**config.mk**
```make
export PLATFORM = sky130hd
export DESIGN_NAME = adc_single_shot_sequencer
export DESIGN_NICKNAME = d
export VERILOG_FILES = /design/src/hdl/adcss_pkg.sv /design/src/hdl/adc_single_shot_sequencer.sv /design/src/hdl/adcss_step.sv
export SDC_FILE = /design/constraint.sdc
export NUM_CORES = 1
export LEC_CHECK = 0
export BUFFER_PORTS_ARGS = -buffer_cell sky130_fd_sc_hd__buf_4
export CAP_MARGIN = 25
export CORE_ASPECT_RATIO = 0.6
export CORE_MARGIN = 2
export CORE_UTILIZATION = 61
export DETAILED_ROUTE_END_ITERATION = 12
export GPL_ROUTABILITY_DRIVEN = 1
export PLACE_DENSITY = 0.82
export SYNTH_ARGS = -nofsm -noshare
export SYNTH_HDL_FRONTEND = slang
export SYNTH_SLANG_ARGS = --single-unit
```
**constraint.sdc**
```tcl
create_clock -name aclk -period 7.25 [get_ports aclk]
set_clock_uncertainty 0.15 [all_clocks]
set_input_delay 0.3625 -clock aclk [delete_from_list [all_inputs] [get_ports aclk]]
set_output_delay 0.3625 -clock aclk [all_outputs]
set_load 0.05 [all_outputs]
```
**src/hdl/adcss_pkg.sv**
```systemverilog
// adcss_pkg: shared types, codes and constants for the adc single-shot sequencer
// used by adcss_step and adc_single_shot_sequencer; no dependencies
package adcss_pkg;

    // input word kinds
    localparam logic [1:0] KIND_START = 2'd0;
    localparam logic [1:0] KIND_DONE  = 2'd1;
    localparam logic [1:0] KIND_TICK  = 2'd2;

    // result word kinds
    localparam logic [1:0] OUT_WRITE  = 2'd0;
    localparam logic [1:0] OUT_READ   = 2'd1;
    localparam logic [1:0] OUT_FINISH = 2'd2;

    // finish status codes
    localparam logic [1:0] ST_OK      = 2'd0;
    localparam logic [1:0] ST_ERROR   = 2'd1;
    localparam logic [1:0] ST_TIMEOUT = 2'd3;

    // converter register pointers
    localparam logic PTR_CONV   = 1'b0;
    localparam logic PTR_CONFIG = 1'b1;

    // configuration register indexes
    localparam logic [1:0] CFG_DEV_ADDR = 2'd0;
    localparam logic [1:0] CFG_GAIN     = 2'd1;
    localparam logic [1:0] CFG_RATE     = 2'd2;
    localparam logic [1:0] CFG_TIMEOUT  = 2'd3;

    // configuration reset values
    localparam logic [6:0] RST_DEV_ADDR = 7'd72;
    localparam logic [2:0] RST_GAIN     = 3'd2;
    localparam logic [2:0] RST_RATE     = 3'd4;
    localparam logic [7:0] RST_TIMEOUT  = 8'd50;

    localparam logic [15:0] ELAPSED_MAX = 16'hFFFF;

    // sequencer phase, one-hot
    typedef enum logic [3:0] {
        PH_IDLE  = 4'b0001,
        PH_WRITE = 4'b0010,
        PH_POLL  = 4'b0100,
        PH_CONV  = 4'b1000
    } phase_t;

    typedef struct packed {
        logic [6:0] dev_addr;
        logic [2:0] gain;
        logic [2:0] rate;
        logic [7:0] timeout;
    } cfg_t;

    typedef struct packed {
        logic [1:0]  kind;
        logic [2:0]  channel;
        logic [1:0]  bus_status;
        logic [15:0] read_data;
    } item_t;

    typedef struct packed {
        logic [1:0]         out_kind;
        logic [7:0]         bus_address;
        logic               reg_pointer;
        logic [15:0]        write_data;
        logic [1:0]         status;
        logic signed [15:0] raw_code;
        logic [22:0]        voltage_uv;
    } result_t;

    // full scale in microvolts per gain code; upper codes share the smallest range
    function automatic logic [22:0] full_scale_uv(input logic [2:0] gain);
        logic [22:0] fs;
        case (gain)
            3'd0:    fs = 23'd6144000;
            3'd1:    fs = 23'd4096000;
            3'd2:    fs = 23'd2048000;
            3'd3:    fs = 23'd1024000;
            3'd4:    fs = 23'd512000;
            default: fs = 23'd256000;
        endcase
        return fs;
    endfunction

endpackage

```
**src/hdl/adc_single_shot_sequencer.sv**
```systemverilog
// adc_single_shot_sequencer: host-side sequencer for one single-shot conversion
// data path: an accepted word is evaluated out of the input register and its result
// word is registered in the output register, which drives m_tvalid
// throughput: one input word per cycle; only a stalled result word holds the input
// reset: aresetn low at a clock edge empties both registers, returns the phase
// to idle, clears the tick count and loads the configuration defaults
module adc_single_shot_sequencer (
    input  logic        aclk,
    input  logic        aresetn,
    // configuration write port
    input  logic        cfg_wr_en,
    input  logic [1:0]  cfg_index,
    input  logic [7:0]  cfg_wdata,
    // input words
    input  logic        s_tvalid,
    output logic        s_tready,
    input  logic [23:0] s_tdata,   // channel[2:0], bus_status[4:3], read_data[20:5], zero
    input  logic [1:0]  s_tuser,   // kind[1:0]
    // result words
    output logic        m_tvalid,
    input  logic        m_tready,
    output logic [71:0] m_tdata,   // bus_address[7:0], reg_pointer[8], write_data[24:9],
                                   // status[26:25], raw_code[42:27], voltage_uv[65:43], zero
    output logic [1:0]  m_tuser    // out_kind[1:0]
);

    adcss_pkg::cfg_t    cfg_reg;
    logic               in_valid_reg;
    adcss_pkg::item_t   in_item_reg;
    adcss_pkg::phase_t  phase_reg;
    adcss_pkg::phase_t  phase_next;
    logic [15:0]        elapsed_reg;
    logic [15:0]        elapsed_next;
    logic               out_valid_reg;
    adcss_pkg::result_t out_result_reg;
    adcss_pkg::result_t step_result;
    logic               step_has_result;
    logic               out_free;
    logic               step_go;

    // configuration registers
    always_ff @(posedge aclk) begin
        if (!aresetn) begin
            cfg_reg.dev_addr <= adcss_pkg::RST_DEV_ADDR;
            cfg_reg.gain     <= adcss_pkg::RST_GAIN;
            cfg_reg.rate     <= adcss_pkg::RST_RATE;
            cfg_reg.timeout  <= adcss_pkg::RST_TIMEOUT;
        end else if (cfg_wr_en) begin
            unique case (cfg_index)
                adcss_pkg::CFG_DEV_ADDR: cfg_reg.dev_addr <= cfg_wdata[6:0];
                adcss_pkg::CFG_GAIN:     cfg_reg.gain     <= cfg_wdata[2:0];
                adcss_pkg::CFG_RATE:     cfg_reg.rate     <= cfg_wdata[2:0];
                adcss_pkg::CFG_TIMEOUT:  cfg_reg.timeout  <= cfg_wdata;
                default: begin
                end
            endcase
        end
    end

    // handshake: the held word moves on unless its result finds the output full
    assign out_free = !out_valid_reg || m_tready;
    assign step_go  = in_valid_reg && (!step_has_result || out_free);
    assign s_tready = !in_valid_reg || step_go;

    // input register
    always_ff @(posedge aclk) begin
        if (!aresetn) begin
            in_valid_reg <= 1'b0;
        end else if (s_tready) begin
            in_valid_reg <= s_tvalid;
        end
    end

    always_ff @(posedge aclk) begin
        if (s_tvalid && s_tready) begin
            in_item_reg.kind       <= s_tuser;
            in_item_reg.channel    <= s_tdata[2:0];
            in_item_reg.bus_status <= s_tdata[4:3];
            in_item_reg.read_data  <= s_tdata[20:5];
        end
    end

    adcss_step u_step (
        .cfg          (cfg_reg),
        .item         (in_item_reg),
        .phase        (phase_reg),
        .elapsed      (elapsed_reg),
        .phase_next   (phase_next),
        .elapsed_next (elapsed_next),
        .has_result   (step_has_result),
        .result       (step_result)
    );

    // phase and tick count
    always_ff @(posedge aclk) begin
        if (!aresetn) begin
            phase_reg   <= adcss_pkg::PH_IDLE;
            elapsed_reg <= 16'd0;
        end else if (step_go) begin
            phase_reg   <= phase_next;
            elapsed_reg <= elapsed_next;
        end
    end

    // output register
    always_ff @(posedge aclk) begin
        if (!aresetn) begin
            out_valid_reg <= 1'b0;
        end else if (out_free) begin
            out_valid_reg <= step_go && step_has_result;
        end
    end

    always_ff @(posedge aclk) begin
        if (out_free && step_go && step_has_result) begin
            out_result_reg <= step_result;
        end
    end

    assign m_tvalid = out_valid_reg;
    assign m_tuser  = out_result_reg.out_kind;
    assign m_tdata  = {6'd0, out_result_reg.voltage_uv, out_result_reg.raw_code,
                       out_result_reg.status, out_result_reg.write_data,
                       out_result_reg.reg_pointer, out_result_reg.bus_address};

    // a finish word always leaves the sequencer idle
    assert property (@(posedge aclk) disable iff (!aresetn)
        (step_go && step_has_result && step_result.out_kind == adcss_pkg::OUT_FINISH)
        |=> phase_reg == adcss_pkg::PH_IDLE)
        else $error("finish word did not return phase to idle");

    // a config write request is only issued from idle
    assert property (@(posedge aclk) disable iff (!aresetn)
        (step_go && step_has_result && step_result.out_kind == adcss_pkg::OUT_WRITE)
        |-> phase_reg == adcss_pkg::PH_IDLE)
        else $error("write request issued outside idle");

    // a word with a result is held while the output is stalled
    assert property (@(posedge aclk) disable iff (!aresetn)
        (in_valid_reg && step_has_result && out_valid_reg && !m_tready)
        |=> in_valid_reg && $stable(phase_reg) && $stable(elapsed_reg))
        else $error("word with pending result lost under stall");

endmodule

```
**src/hdl/adcss_step.sv**
```systemverilog
// adcss_step: combinational phase update and result build for one input word
// depends on adcss_pkg
module adcss_step (
    input  adcss_pkg::cfg_t    cfg,
    input  adcss_pkg::item_t   item,
    input  adcss_pkg::phase_t  phase,
    input  logic [15:0]        elapsed,
    output adcss_pkg::phase_t  phase_next,
    output logic [15:0]        elapsed_next,
    output logic               has_result,
    output adcss_pkg::result_t result
);

    logic        do_finish;
    logic [1:0]  fin_status;
    logic [15:0] fin_raw;
    logic [15:0] cfg_word;
    logic [37:0] product;

    // config word: start, mux 4+channel, gain, single shot, rate, comparator off
    assign cfg_word = {1'b1, 1'b1, item.channel[1:0], cfg.gain, 1'b1, cfg.rate,
                       3'b000, 2'b11};

    // scale positive codes to microvolts, truncated
    assign product = item.read_data[14:0] * adcss_pkg::full_scale_uv(cfg.gain);

    // phase machine and request build
    always_comb begin
        phase_next   = phase;
        elapsed_next = elapsed;
        has_result   = 1'b0;
        do_finish    = 1'b0;
        fin_status   = adcss_pkg::ST_OK;
        fin_raw      = 16'd0;
        result.out_kind    = adcss_pkg::OUT_WRITE;
        result.bus_address = {cfg.dev_addr, 1'b0};
        result.reg_pointer = adcss_pkg::PTR_CONV;
        result.write_data  = 16'd0;
        result.status      = adcss_pkg::ST_OK;
        result.raw_code    = 16'sd0;
        result.voltage_uv  = 23'd0;

        case (item.kind)
            adcss_pkg::KIND_START: begin
                if (phase == adcss_pkg::PH_IDLE) begin
                    if (item.channel[2]) begin
                        do_finish  = 1'b1;
                        fin_status = adcss_pkg::ST_ERROR;
                    end else begin
                        phase_next         = adcss_pkg::PH_WRITE;
                        elapsed_next       = 16'd0;
                        has_result         = 1'b1;
                        result.out_kind    = adcss_pkg::OUT_WRITE;
                        result.reg_pointer = adcss_pkg::PTR_CONFIG;
                        result.write_data  = cfg_word;
                    end
                end
            end
            adcss_pkg::KIND_TICK: begin
                if (elapsed != adcss_pkg::ELAPSED_MAX) begin
                    elapsed_next = elapsed + 16'd1;
                end
            end
            adcss_pkg::KIND_DONE: begin
                if (phase != adcss_pkg::PH_IDLE) begin
                    if (item.bus_status != adcss_pkg::ST_OK) begin
                        do_finish  = 1'b1;
                        fin_status = item.bus_status;
                    end else begin
                        unique case (phase)
                            adcss_pkg::PH_WRITE: begin
                                phase_next         = adcss_pkg::PH_POLL;
                                elapsed_next       = 16'd0;
                                has_result         = 1'b1;
                                result.out_kind    = adcss_pkg::OUT_READ;
                                result.reg_pointer = adcss_pkg::PTR_CONFIG;
                            end
                            adcss_pkg::PH_POLL: begin
                                if (item.read_data[15]) begin
                                    phase_next         = adcss_pkg::PH_CONV;
                                    has_result         = 1'b1;
                                    result.out_kind    = adcss_pkg::OUT_READ;
                                    result.reg_pointer = adcss_pkg::PTR_CONV;
                                end else if (elapsed > {8'd0, cfg.timeout}) begin
                                    do_finish  = 1'b1;
                                    fin_status = adcss_pkg::ST_TIMEOUT;
                                end else begin
                                    has_result         = 1'b1;
                                    result.out_kind    = adcss_pkg::OUT_READ;
                                    result.reg_pointer = adcss_pkg::PTR_CONFIG;
                                end
                            end
                            adcss_pkg::PH_CONV: begin
                                do_finish = 1'b1;
                                fin_raw   = item.read_data;
                            end
                            default: begin
                                phase_next = adcss_pkg::PH_IDLE;
                            end
                        endcase
                    end
                end
            end
            default: begin
            end
        endcase

        // finish word closes the conversion
        if (do_finish) begin
            phase_next         = adcss_pkg::PH_IDLE;
            has_result         = 1'b1;
            result.out_kind    = adcss_pkg::OUT_FINISH;
            result.reg_pointer = adcss_pkg::PTR_CONV;
            result.write_data  = 16'd0;
            result.status      = fin_status;
            result.raw_code    = signed'(fin_raw);
            if (fin_status == adcss_pkg::ST_OK && !fin_raw[15] && fin_raw != 16'd0) begin
                result.voltage_uv = product[37:15];
            end
        end
    end

endmodule
```
==> flow_summary.ini, run 1 <==
[run]
max_cap_violations = 0

[worst_setup_path]
worstPathRequired_ns = 7.25
r2r_cells = 25
cp_max_fo = 9
crit-reg2reg-launch = cfg_reg[11]$_SDFFE_PN0P_
end_kind = flop
cp.arrival_ns = 6.87
reg2reg_slack_ns = 0.38
critical_path_class = reg2reg
start_kind = flop
worst_r2r_endpoint = m_tdata[64]$_SDFFCE_PN0P_

[synth]
syn_area_um2 = 11300
synthMuxAreaShare_pct = 1.151
ys_ff_latch = 126
synth_simple_gate_area_share_pct = 17.88
yosys.area_share.xor_xnor_pct = 1.628
synth_top_family_by_area = adder cells
synth-main-ff-cell = edfxtp_1
synthCells = 1150
synth.avg_cell_area_um2 = 9.827
synth_edf_count = 83
synth_fa_ha_area_share_pct = 33.41
ys_warn_count = 0
synthArstFlopShare_pct = 0
yosysUniqueCellTypes = 58
synth_compound_area_share_pct = 7.617
seq_area_frac_synth_pct = 29.67

[drt]
met1_length_mm = 12.03
wl_met3_mm = 3.701
routed_wl_mm = 28.39
wl_per_cell_um = 18.64
avgViaCountPerCell = 5.756
met2_wirelength_mm = 12.04
drc = 0
drtAntennaViolNets = 0
vias = 8767
dr.pass1.iters = 6
top_layer = met4
first_iter_violations = 846

[cts]
root_buffer = clkbuf_16
cts.clk_slew.worst_paths_ns = 0.07
clk_path_buf_depth = 2
cts_buffers = 17
clk_latency_ns = 0.44
tritoncts = done
cts_setup_buffers = 0
cts-htree-levels = 4
clock_sinks = 126

[die]
core_area_um2 = 18110
start_util_pct = 62.38
die_area_um2 = 19670
num_io_pins = 117
fp.dieW_um = 179.7
die_h_um = 109.4
rows = 38

[finish]
utilization_pct = 73.01
fill_cells = 1223
largest_reg_flops = 58
final_nets = 1536
final_common_cell = inv_1
final_cell_mix = inv_1, buf_4, fa_1
fin_cells = 1523
diodes = 0
synthToLayoutAreaGrowth_pct = 17.03
drive_gt1_share_pct = 14.50

[hold_path]
worstHoldPathCells = 3
hp-start = cfg_wdata[6]
whs_endpoint = cfg_reg[20]$_SDFFE_PN1P_
hp-class = in2reg

[timing]
period_needed_ns = 6.869
worst_pin_slew_ns = 1.045
setup_viol = 0
fmax_ghz = 0.1456
post-route-period-util_pct = 94.75
drv_slew = 0
grt_setup_unrepaired = false
hold_viol = 0
slew_headroom_pct = 30.35
setup_tns_ns = 0

[placed_design]
gp_congestion = 0.9533
portBuffers = 103
dp_cells = 1466
detailed_place_hpwl_mm = 20.67

[power_and_ir_drop]
p_leak_nw = 6.246
p_per_area_nw_per_um2 = 328.1
ir_drop_v = 0.0003426

[global_route]
grt_pass1_vias = 8863
grt-ovfl-total = 0
grt_first_pass_wirelength_mm = 46.37
track_usage_pct = 30.75
grt_antenna_before_repair = 0
grt_max_degree = 42

[outcome]
status = complete, no violations
stage by stage:
stage	cell area, µm²	hold slack [ns]	worst slack (ns)	power (mW)
global placement	12320	0.2672	0.3895	3.269
global route	13230	0.03187	0.01146	4.755
detailed placement	12330	0.2705	0.2730	3.337
CTS	13210	0.004778	0.2353	4.323
floorplan	11340	0.2576	0.6540	2.712
finish	13230	0.01490	0.3810	4.339
synthesized netlist by cell type (all sizes together) (2+ instances only):
cell type,number,area [µm²]
a21oi,47,239.0
and3,26,162.7
ha,97,1214
and2,97,609.3
or4,11,86.33
dfxtp,43,860.8
nand2,96,367.8
o221a,3,33.78
mux2i,13,130.1
nor2b,13,81.33
nor4,6,37.54
or2,8,50.05
o211ai,5,37.54
or4b,2,23.77
nor2,68,255.2
xor2,11,96.34
a41oi,2,17.52
a21o,6,45.04
a31oi,2,12.51
o22ai,2,18.77
o311ai,2,17.52
nand3b,4,30.03
edfxtp,83,2492
o21bai,3,22.52
buf,19,135.1
o21a,8,60.06
nand2b,19,118.9
o21ai,27,135.1
a211oi,7,52.55
clkbuf,43,161.4
fa,128,2562
o31ai,14,105.1
or3,3,18.77
xnor2,10,87.58
nand4,5,31.28
nand3,14,70.07
nor3,14,70.07
inv,179,671.9
power by group:
group | switching [mW] | total, mW | internal, mW | leakage [nW]
combinational | 1.49 | 2.59 | 1.09 | 4.76
sequential | 0.0251 | 0.807 | 0.782 | 1.17
clock | 0.371 | 0.946 | 0.574 | 0.317
area by class of cell:
class                   instances  area [µm²]  area share, %
multi-input cells             792        7046          53.27
flip-flops and latches        126        3353          25.35
repair buffers                153        1209          9.139
inverters                     180       675.6          5.109
clock buffers                  18       450.4          3.406
well taps                     240       300.3          2.271
clock inverters                14       191.4          1.447
cell families (layout without fill, tap and decap cells):
group	count (synthesis)	in the layout
xor gates and xnor gates	21	21
AOI/OAI and AO/OA	135	135
buffers and inverters	242	365
DFF	126	126
adders and majority gates	225	225
and+or+nand+nor	387	387
muxes	13	13
other	1	11
worst max-delay path, stage by stage (launching register included):
cell      delay (ns)
dfxtp_1         0.50
nand2b_1        0.11
or2_2           0.36
and2_1          0.20
fa_1            0.54
inv_1           0.06
fa_1            0.53
inv_1           0.05
fa_1            0.49
inv_1           0.05
fa_1            0.47
inv_1           0.05
fa_1            0.52
inv_1           0.05
fa_1            0.54
inv_1           0.04
ha_1            0.32
o21a_1          0.13
o21ai_0         0.24
o31ai_1         0.11
buf_4           0.18
a21oi_1         0.21
a21oi_1         0.15
a211oi_1        0.27
xor2_1          0.19
nor2_1          0.05
worst max path at each step:
stage | depth (start not counted) | endpoint | from | slack (ns)
final | 25 | m_tdata[64]$_SDFFCE_PN0P_ | cfg_reg[11]$_SDFFE_PN0P_ | 0.38
after global routing | 25 | m_tdata[64]$_SDFFCE_PN0P_ | cfg_reg[11]$_SDFFE_PN0P_ | 0.01
after CTS | 24 | m_tdata[63]$_SDFFCE_PN0P_ | cfg_reg[12]$_SDFFE_PN1P_ | 0.24
after detailed placement | 24 | m_tdata[65]$_SDFFCE_PN0P_ | cfg_reg[11]$_SDFFE_PN0P_ | 0.27
after global placement | 24 | m_tdata[63]$_SDFFCE_PN0P_ | cfg_reg[12]$_SDFFE_PN1P_ | 0.39
after floorplan | 26 | m_tdata[64]$_SDFFCE_PN0P_ | cfg_reg[11]$_SDFFE_PN0P_ | 0.65
repair_timing:
item,in CTS,in global routing
endpoints found under the setup margin,0,4
hold endpoints to repair,24,0
gates resized for setup,0,3
hold buffers,24,0
layer usage:
metal	track usage, %	vias up
met5	0	-
met3	11.36	67
met4	8.711	0
met1	42.30	4203
li1	-	3971
met2	46.11	526
No activity file was read; power rests on OpenSTA's default activity.
==> inputs of run 2 (changes only) <==
Settings changed: ABC_AREA from default to 1.
==> flow_summary.ini, run 2 <==
[outcome]
status = complete, no violations

[cts]
cts.clk_slew.worst_paths_ns = 0.06
clk_path_buf_depth = 2
tritoncts = done
clk_latency_ns = 0.44
cts-htree-levels = 4
cts_resized = 0
cts_buffers = 17
root_buffer = clkbuf_16
clock_sinks = 126

[synth]
synth_top_area_share_pct = 22.36
synth.avg_cell_area_um2 = 8.794
yosys-top-cells-area = fa_1, edfxtp_1, ha_1
yosys.area.top_type = fa_1
synthCells = 1303
yosysUniqueCellTypes = 49
synth_edf_count = 83
synth-main-ff-cell = edfxtp_1
seq_area_frac_synth_pct = 29.26
synth.most_common_cell = inv_1
synthArstFlopShare_pct = 0
ys_ff_latch = 126
ys_warn_count = 0
syn_area_um2 = 11460
yosys-top-cells-count = inv_1, nor2_1, nand2_1

[worst_setup_path]
critical_path_class = reg2reg
crit_slowest_cell = fa_1
cp_max_fo = 6
cp.arrival_ns = 6.91
cp_num_buf_inv = 7
worstPathRequired_ns = 7.39
cpLargestDelayFamily = adder cells
crit_path_max_incr_delay_ns = 0.56
end_kind = flop
start_kind = flop

[die]
fp.dieW_um = 180.9
die_area_um2 = 19930
rows = 38
die_h_um = 110.2
start_util_pct = 62.76
num_io_pins = 117
core_area_um2 = 18260

[finish]
fill_cells = 1351
final_cell_mix = inv_1, nor2_1, nand2_1
final_nets = 1700
fin_cells = 1687
synthToLayoutAreaGrowth_pct = 16.07
final_common_cell = inv_1
largest_reg_flops = 58
drive_gt1_share_pct = 13.48
diodes = 0

[global_route]
track_usage_pct = 30.73
grt_first_pass_wirelength_mm = 46.63
grt_max_degree = 61
grt_pass1_vias = 9173
grt-ovfl-total = 0
grt_antenna_before_repair = 0

[power_and_ir_drop]
p_leak_nw = 6.471
intPower_mw = 2.521
power_mw = 4.897
p_sw_share_pct = 48.51
combPwrFrac_pct = 65.7
ir_drop_v = 0.0003888
p_switching_mw = 2.375
p_per_area_nw_per_um2 = 368.2
clkPwrFrac_pct = 17.6
seqPwrFrac_pct = 16.7

[timing]
post-route-period-util_pct = 93.44
worst_pin_slew_ns = 0.9487
hold_viol = 0
setup_slack_ns = 0.4753
period_needed_ns = 6.775
fmax_ghz = 0.1476
setup_viol = 0
setup_tns_ns = 0
drv_slew = 0
grt_setup_unrepaired = false
slew_headroom_pct = 36.67

[drt]
first_iter_violations = 1057
vias = 9481
drc = 0
avgViaCountPerCell = 5.620
drtAntennaViolNets = 0
routed_wl_mm = 29.08
wl_per_cell_um = 17.24
dr.pass1.iters = 6

[placed_design]
dp_cells = 1631
portBuffers = 103
post-place-ws_ns = 0.6523
detailed_place_hpwl_mm = 21.72
gp_congestion = 0.9415

[run]
max_cap_violations = 0

[hold_path]
hp-class = in2reg
run 2: cell families (layout without fill, tap and decap cells):
logic type / after synthesis / after routing / synth area share [%]
simple gates: 489 / 489 / 18.80
flops: 126 / 126 / 29.26
buf+inv: 310 / 444 / 11.06
fa+ha+maj: 225 / 225 / 32.95
compound gates: 130 / 130 / 6.202
other cells: 1 / 11 / 0.03273
xor+xnor: 22 / 22 / 1.682
run 2: final timing paths:
kind / end / slack [ns] / from / cells after the start
max: m_tdata[65]$_SDFFCE_PN0P_ / 0.48 / cfg_reg[11]$_SDFFE_PN0P_ / 27
min: cfg_reg[17]$_SDFFE_PN1P_ / 0.02 / cfg_wdata[3] / 3
max reg2reg: m_tdata[65]$_SDFFCE_PN0P_ / 0.48 / cfg_reg[11]$_SDFFE_PN0P_ / 27
min reg2reg: m_tdata[6]$_DFFE_PP_ / 0.28 / cfg_reg[19]$_SDFFE_PN0P_ / 0
run 2: worst register-to-register path, cell delays in order (launching register included):
cell and delay [ns]:
dfxtp_1 0.33, nor2_1 0.29, inv_1 0.22, nor2_1 0.37
inv_1 0.26, buf_4 0.22, nor2_1 0.12, fa_1 0.44
inv_1 0.09, fa_1 0.41, inv_1 0.08, fa_1 0.43
fa_1 0.42, fa_1 0.56, inv_1 0.07, fa_1 0.54
inv_1 0.04, ha_1 0.34, nand2_1 0.12, nor2_1 0.20
nand2_1 0.08, o211ai_1 0.12, nand2_1 0.09, nand3_1 0.19
nand4_1 0.11, nand3_1 0.11, o21ai_1 0.07, a21oi_1 0.14
run 2: power groups by stage:
| stage | clock network (mW) | logic [mW] | registers [mW] |
|---|---|---|---|
| 3_5_place_dp | 0 | 3.13 | 0.829 |
| 4_1_cts | 0.867 | 3.20 | 0.815 |
| 6_report | 0.863 | 3.22 | 0.816 |
| 3_3_place_gp | 0 | 3.03 | 0.829 |
| 5_1_grt | 0.898 | 3.70 | 0.818 |
| 2_1_floorplan | 0 | 2.36 | 0.860 |
run 2: layout make-up:
type	count	area (µm²)	share of cell area, %
clock inverter	7	45.04	0.3387
tap	240	300.3	2.258
timing repair buffer	150	1194	8.975
clock buffer	25	548.0	4.120
inverter	262	984.7	7.404
sequential	126	3353	25.21
multi-input combinational	877	6875	51.69
run 2: what timing repair did:
| item | 4_1_cts | 5_1_grt |
|---|---|---|
| endpoints found under the hold margin | 24 | 0 |
| hold buffers | 24 | 0 |
| setup buffers | 0 | 0 |
| endpoints found under the setup margin | 0 | 0 |
run 2: metrics by stage:
step | instance area (µm²) | hold WS (ns) | util [%]
after floorplan | 11500 | 0.2530 | -
after global placement | 12450 | 0.2573 | 68.20
after detailed placement | 12470 | 0.2681 | 68.28
after CTS | 13300 | 0.01091 | 72.85
after global routing | 13300 | 0.02550 | 72.85
final | 13300 | 0.02288 | 72.85
run 2: routing by layer:
layer,share of wire [%],track usage (%),up-vias
met3,12,9.461,47
met4,1.5,9.233,0
met5,0,0,-
met2,44,46.59,556
li1,-,-,4339
met1,43,43.01,4539
==> inputs of run 3 (changes only) <==
Settings changed: CORE_UTILIZATION 61 to 62, PLACE_DENSITY 0.82 to 0.83, SYNTH_HIERARCHICAL from default to 1.
==> flow_summary.ini, run 3 <==
[timing]
drv_slew = 0
fmax_ghz = 0.1488
post-route-period-util_pct = 92.70
setup_viol = 0
worst_pin_slew_ns = 0.9502
setup_slack_ns = 0.5291
grt_setup_unrepaired = false
setup_tns_ns = 0
period_needed_ns = 6.721
hold_viol = 0
slew_headroom_pct = 36.58

[synth]
synth_edf_count = 91
ys_ff_latch = 134
synth.avg_cell_area_um2 = 8.349
yosys-top-cells-count = inv_1, nand2_1, nor2_1
yosys-top-cells-area = edfxtp_1, fa_1, ha_1
yosysUniqueCellTypes = 43
yosys.area.top_type = edfxtp_1
synth-main-ff-cell = edfxtp_1
synthArstFlopShare_pct = 0
synth.most_common_cell = inv_1
synth_top_area_share_pct = 21.69
ys_warn_count = 6
seq_area_frac_synth_pct = 28.52
synthCells = 1509
syn_area_um2 = 12600

[finish]
final_common_cell = inv_1
final_nets = 1887
regArea_um2 = 3593
fin_cells = 1907
synthToLayoutAreaGrowth_pct = 14.11
diodes = 0
drive_gt1_share_pct = 12.67
multi_input_area_um2 = 7431
final_cell_mix = inv_1, nand2_1, nor2_1
fill_cells = 1485
largest_reg_flops = 66

[cts]
clk_path_buf_depth = 2
clock_sinks = 134
cts_buffers = 17
tritoncts = done
clk_latency_ns = 0.44
cts.clk_slew.worst_paths_ns = 0.06
root_buffer = clkbuf_16
cts_setup_buffers = 0
cts_resized = 0
cts-htree-levels = 4

[worst_setup_path]
end_kind = flop
cp.arrival_ns = 6.75
start_kind = flop
crit_path_max_incr_delay_ns = 0.56
crit_slowest_cell = fa_1
cp_num_buf_inv = 9
critical_path_class = reg2reg
cpMostUsedCell = inv_1
worstPathRequired_ns = 7.28
cpLargestDelayFamily = adder cells
cp_max_fo = 7
reg2reg_slack_ns = 0.53

[die]
start_util_pct = 63.09
die_h_um = 114.4
fp.dieW_um = 188.0
die_area_um2 = 21510
rows = 40
num_io_pins = 117
core_area_um2 = 19970

[placed_design]
gp_congestion = 0.9543
portBuffers = 107
detailed_place_hpwl_mm = 23.93
post-place-ws_ns = 0.6989
dp_cells = 1849

[run]
max_cap_violations = 0

[power_and_ir_drop]
p_leak_nw = 7.224
p_per_area_nw_per_um2 = 358.3
ir_drop_v = 0.0003105
power_mw = 5.151

[drt]
drc = 0
first_iter_violations = 1091
routed_wl_mm = 31.97
vias = 10510
avgViaCountPerCell = 5.509
drtAntennaViolNets = 0
wl_per_cell_um = 16.76
dr.pass1.iters = 6

[outcome]
status = complete, no violations

[global_route]
grt_pass1_vias = 10040
grt-ovfl-total = 0
grt_max_degree = 49
grt_first_pass_wirelength_mm = 51.27
track_usage_pct = 31.06
grt_antenna_before_repair = 0

[hold_path]
hp-class = in2reg
run 3: cell count changes in the layout (fill, tap and decap cells not counted), moves of 7 or more:
cell      delta
edfxtp_1     +8
xor2_1       -7
nor2_2      +14
nand3_1     +34
xnor2_1      +9
inv_1       +53
nor2_1      +18
o21ai_1     -10
nand2_1     +59
nand3_2     +10
run 3: cell type report:
cell class | instances | area share [%]
Clock buffer | 23 | 3.481
Sequential cell | 134 | 25.00
Timing Repair Buffer | 152 | 8.425
Tap cell | 273 | 2.376
Multi-Input combinational cell | 1000 | 51.69
Inverter | 316 | 8.251
Clock inverter | 9 | 0.7833
run 3: worst register-to-register path, stage by stage (launching register included):
cell	delay, ns
dfxtp_1	0.35
nor2_1	0.31
inv_1	0.24
nor2_1	0.19
buf_4	0.21
inv_1	0.07
buf_4	0.15
nor2_1	0.11
fa_1	0.42
inv_1	0.08
fa_1	0.41
inv_1	0.09
fa_1	0.44
fa_1	0.50
fa_1	0.56
inv_1	0.06
fa_1	0.53
inv_1	0.04
ha_1	0.31
inv_1	0.08
o21bai_1	0.26
a21oi_1	0.16
nor2_1	0.29
o21ai_0	0.18
nand3_1	0.11
nand2_1	0.05
nand2_1	0.06
nor2_2	0.04
run 3: path summary, 6_finish.rpt:
check | end | depth (start not counted) | startpoint
setup reg to reg | m_tdata[65]$_DFFE_PP_ | 27 | cfg_reg[12]$_SDFFE_PN1P_
hold / removal | in_valid_reg$_SDFFE_PN0P_ | 3 | s_tvalid
hold reg to reg | m_tdata[5]$_DFFE_PP_ | 0 | cfg_reg[18]$_SDFFE_PN0P_
setup / recovery | m_tdata[65]$_DFFE_PP_ | 27 | cfg_reg[12]$_SDFFE_PN1P_
run 3: metal layers:
metal,GRT usage [%],part of all wire (%),up-vias
met4,8.819,1.9,0
met2,42.31,40,656
met5,0,0,-
met3,11.06,14,65
met1,46.40,44,4899
li1,-,-,4886
run 3: power by group:
group	internal [mW]	switching [mW]	leakage [nW]
clock	0.559	0.355	0.298
combinational	1.23	2.14	5.68
sequential	0.843	0.0291	1.25
run 3: cell families after synthesis:
| group | share of synthesized area (%) |
|---|---|
| and+or+nand+nor | 21.06 |
| buffers and inverters | 12.73 |
| adders and majority gates | 29.97 |
| AOI/OAI and AO/OA | 5.949 |
| DFF | 28.52 |
| xor gates and xnor gates | 1.669 |
| other | 0.08938 |
run 3: repair_timing:
action,in CTS,in global routing
endpoints found under the setup margin,0,0
hold buffers,25,0
endpoints found under the hold margin,25,0
run 3: stage by stage:
step           instance area (µm²)  utilization [%]  hold WS [ns]
2_1_floorplan                12630                -        0.2789
3_3_place_gp                 13500            67.59        0.2618
3_5_place_dp                 13500            67.59        0.2696
4_1_cts                      14360            71.92       0.01002
5_1_grt                      14380            71.99       0.02702
6_report                     14380            71.99       0.03069
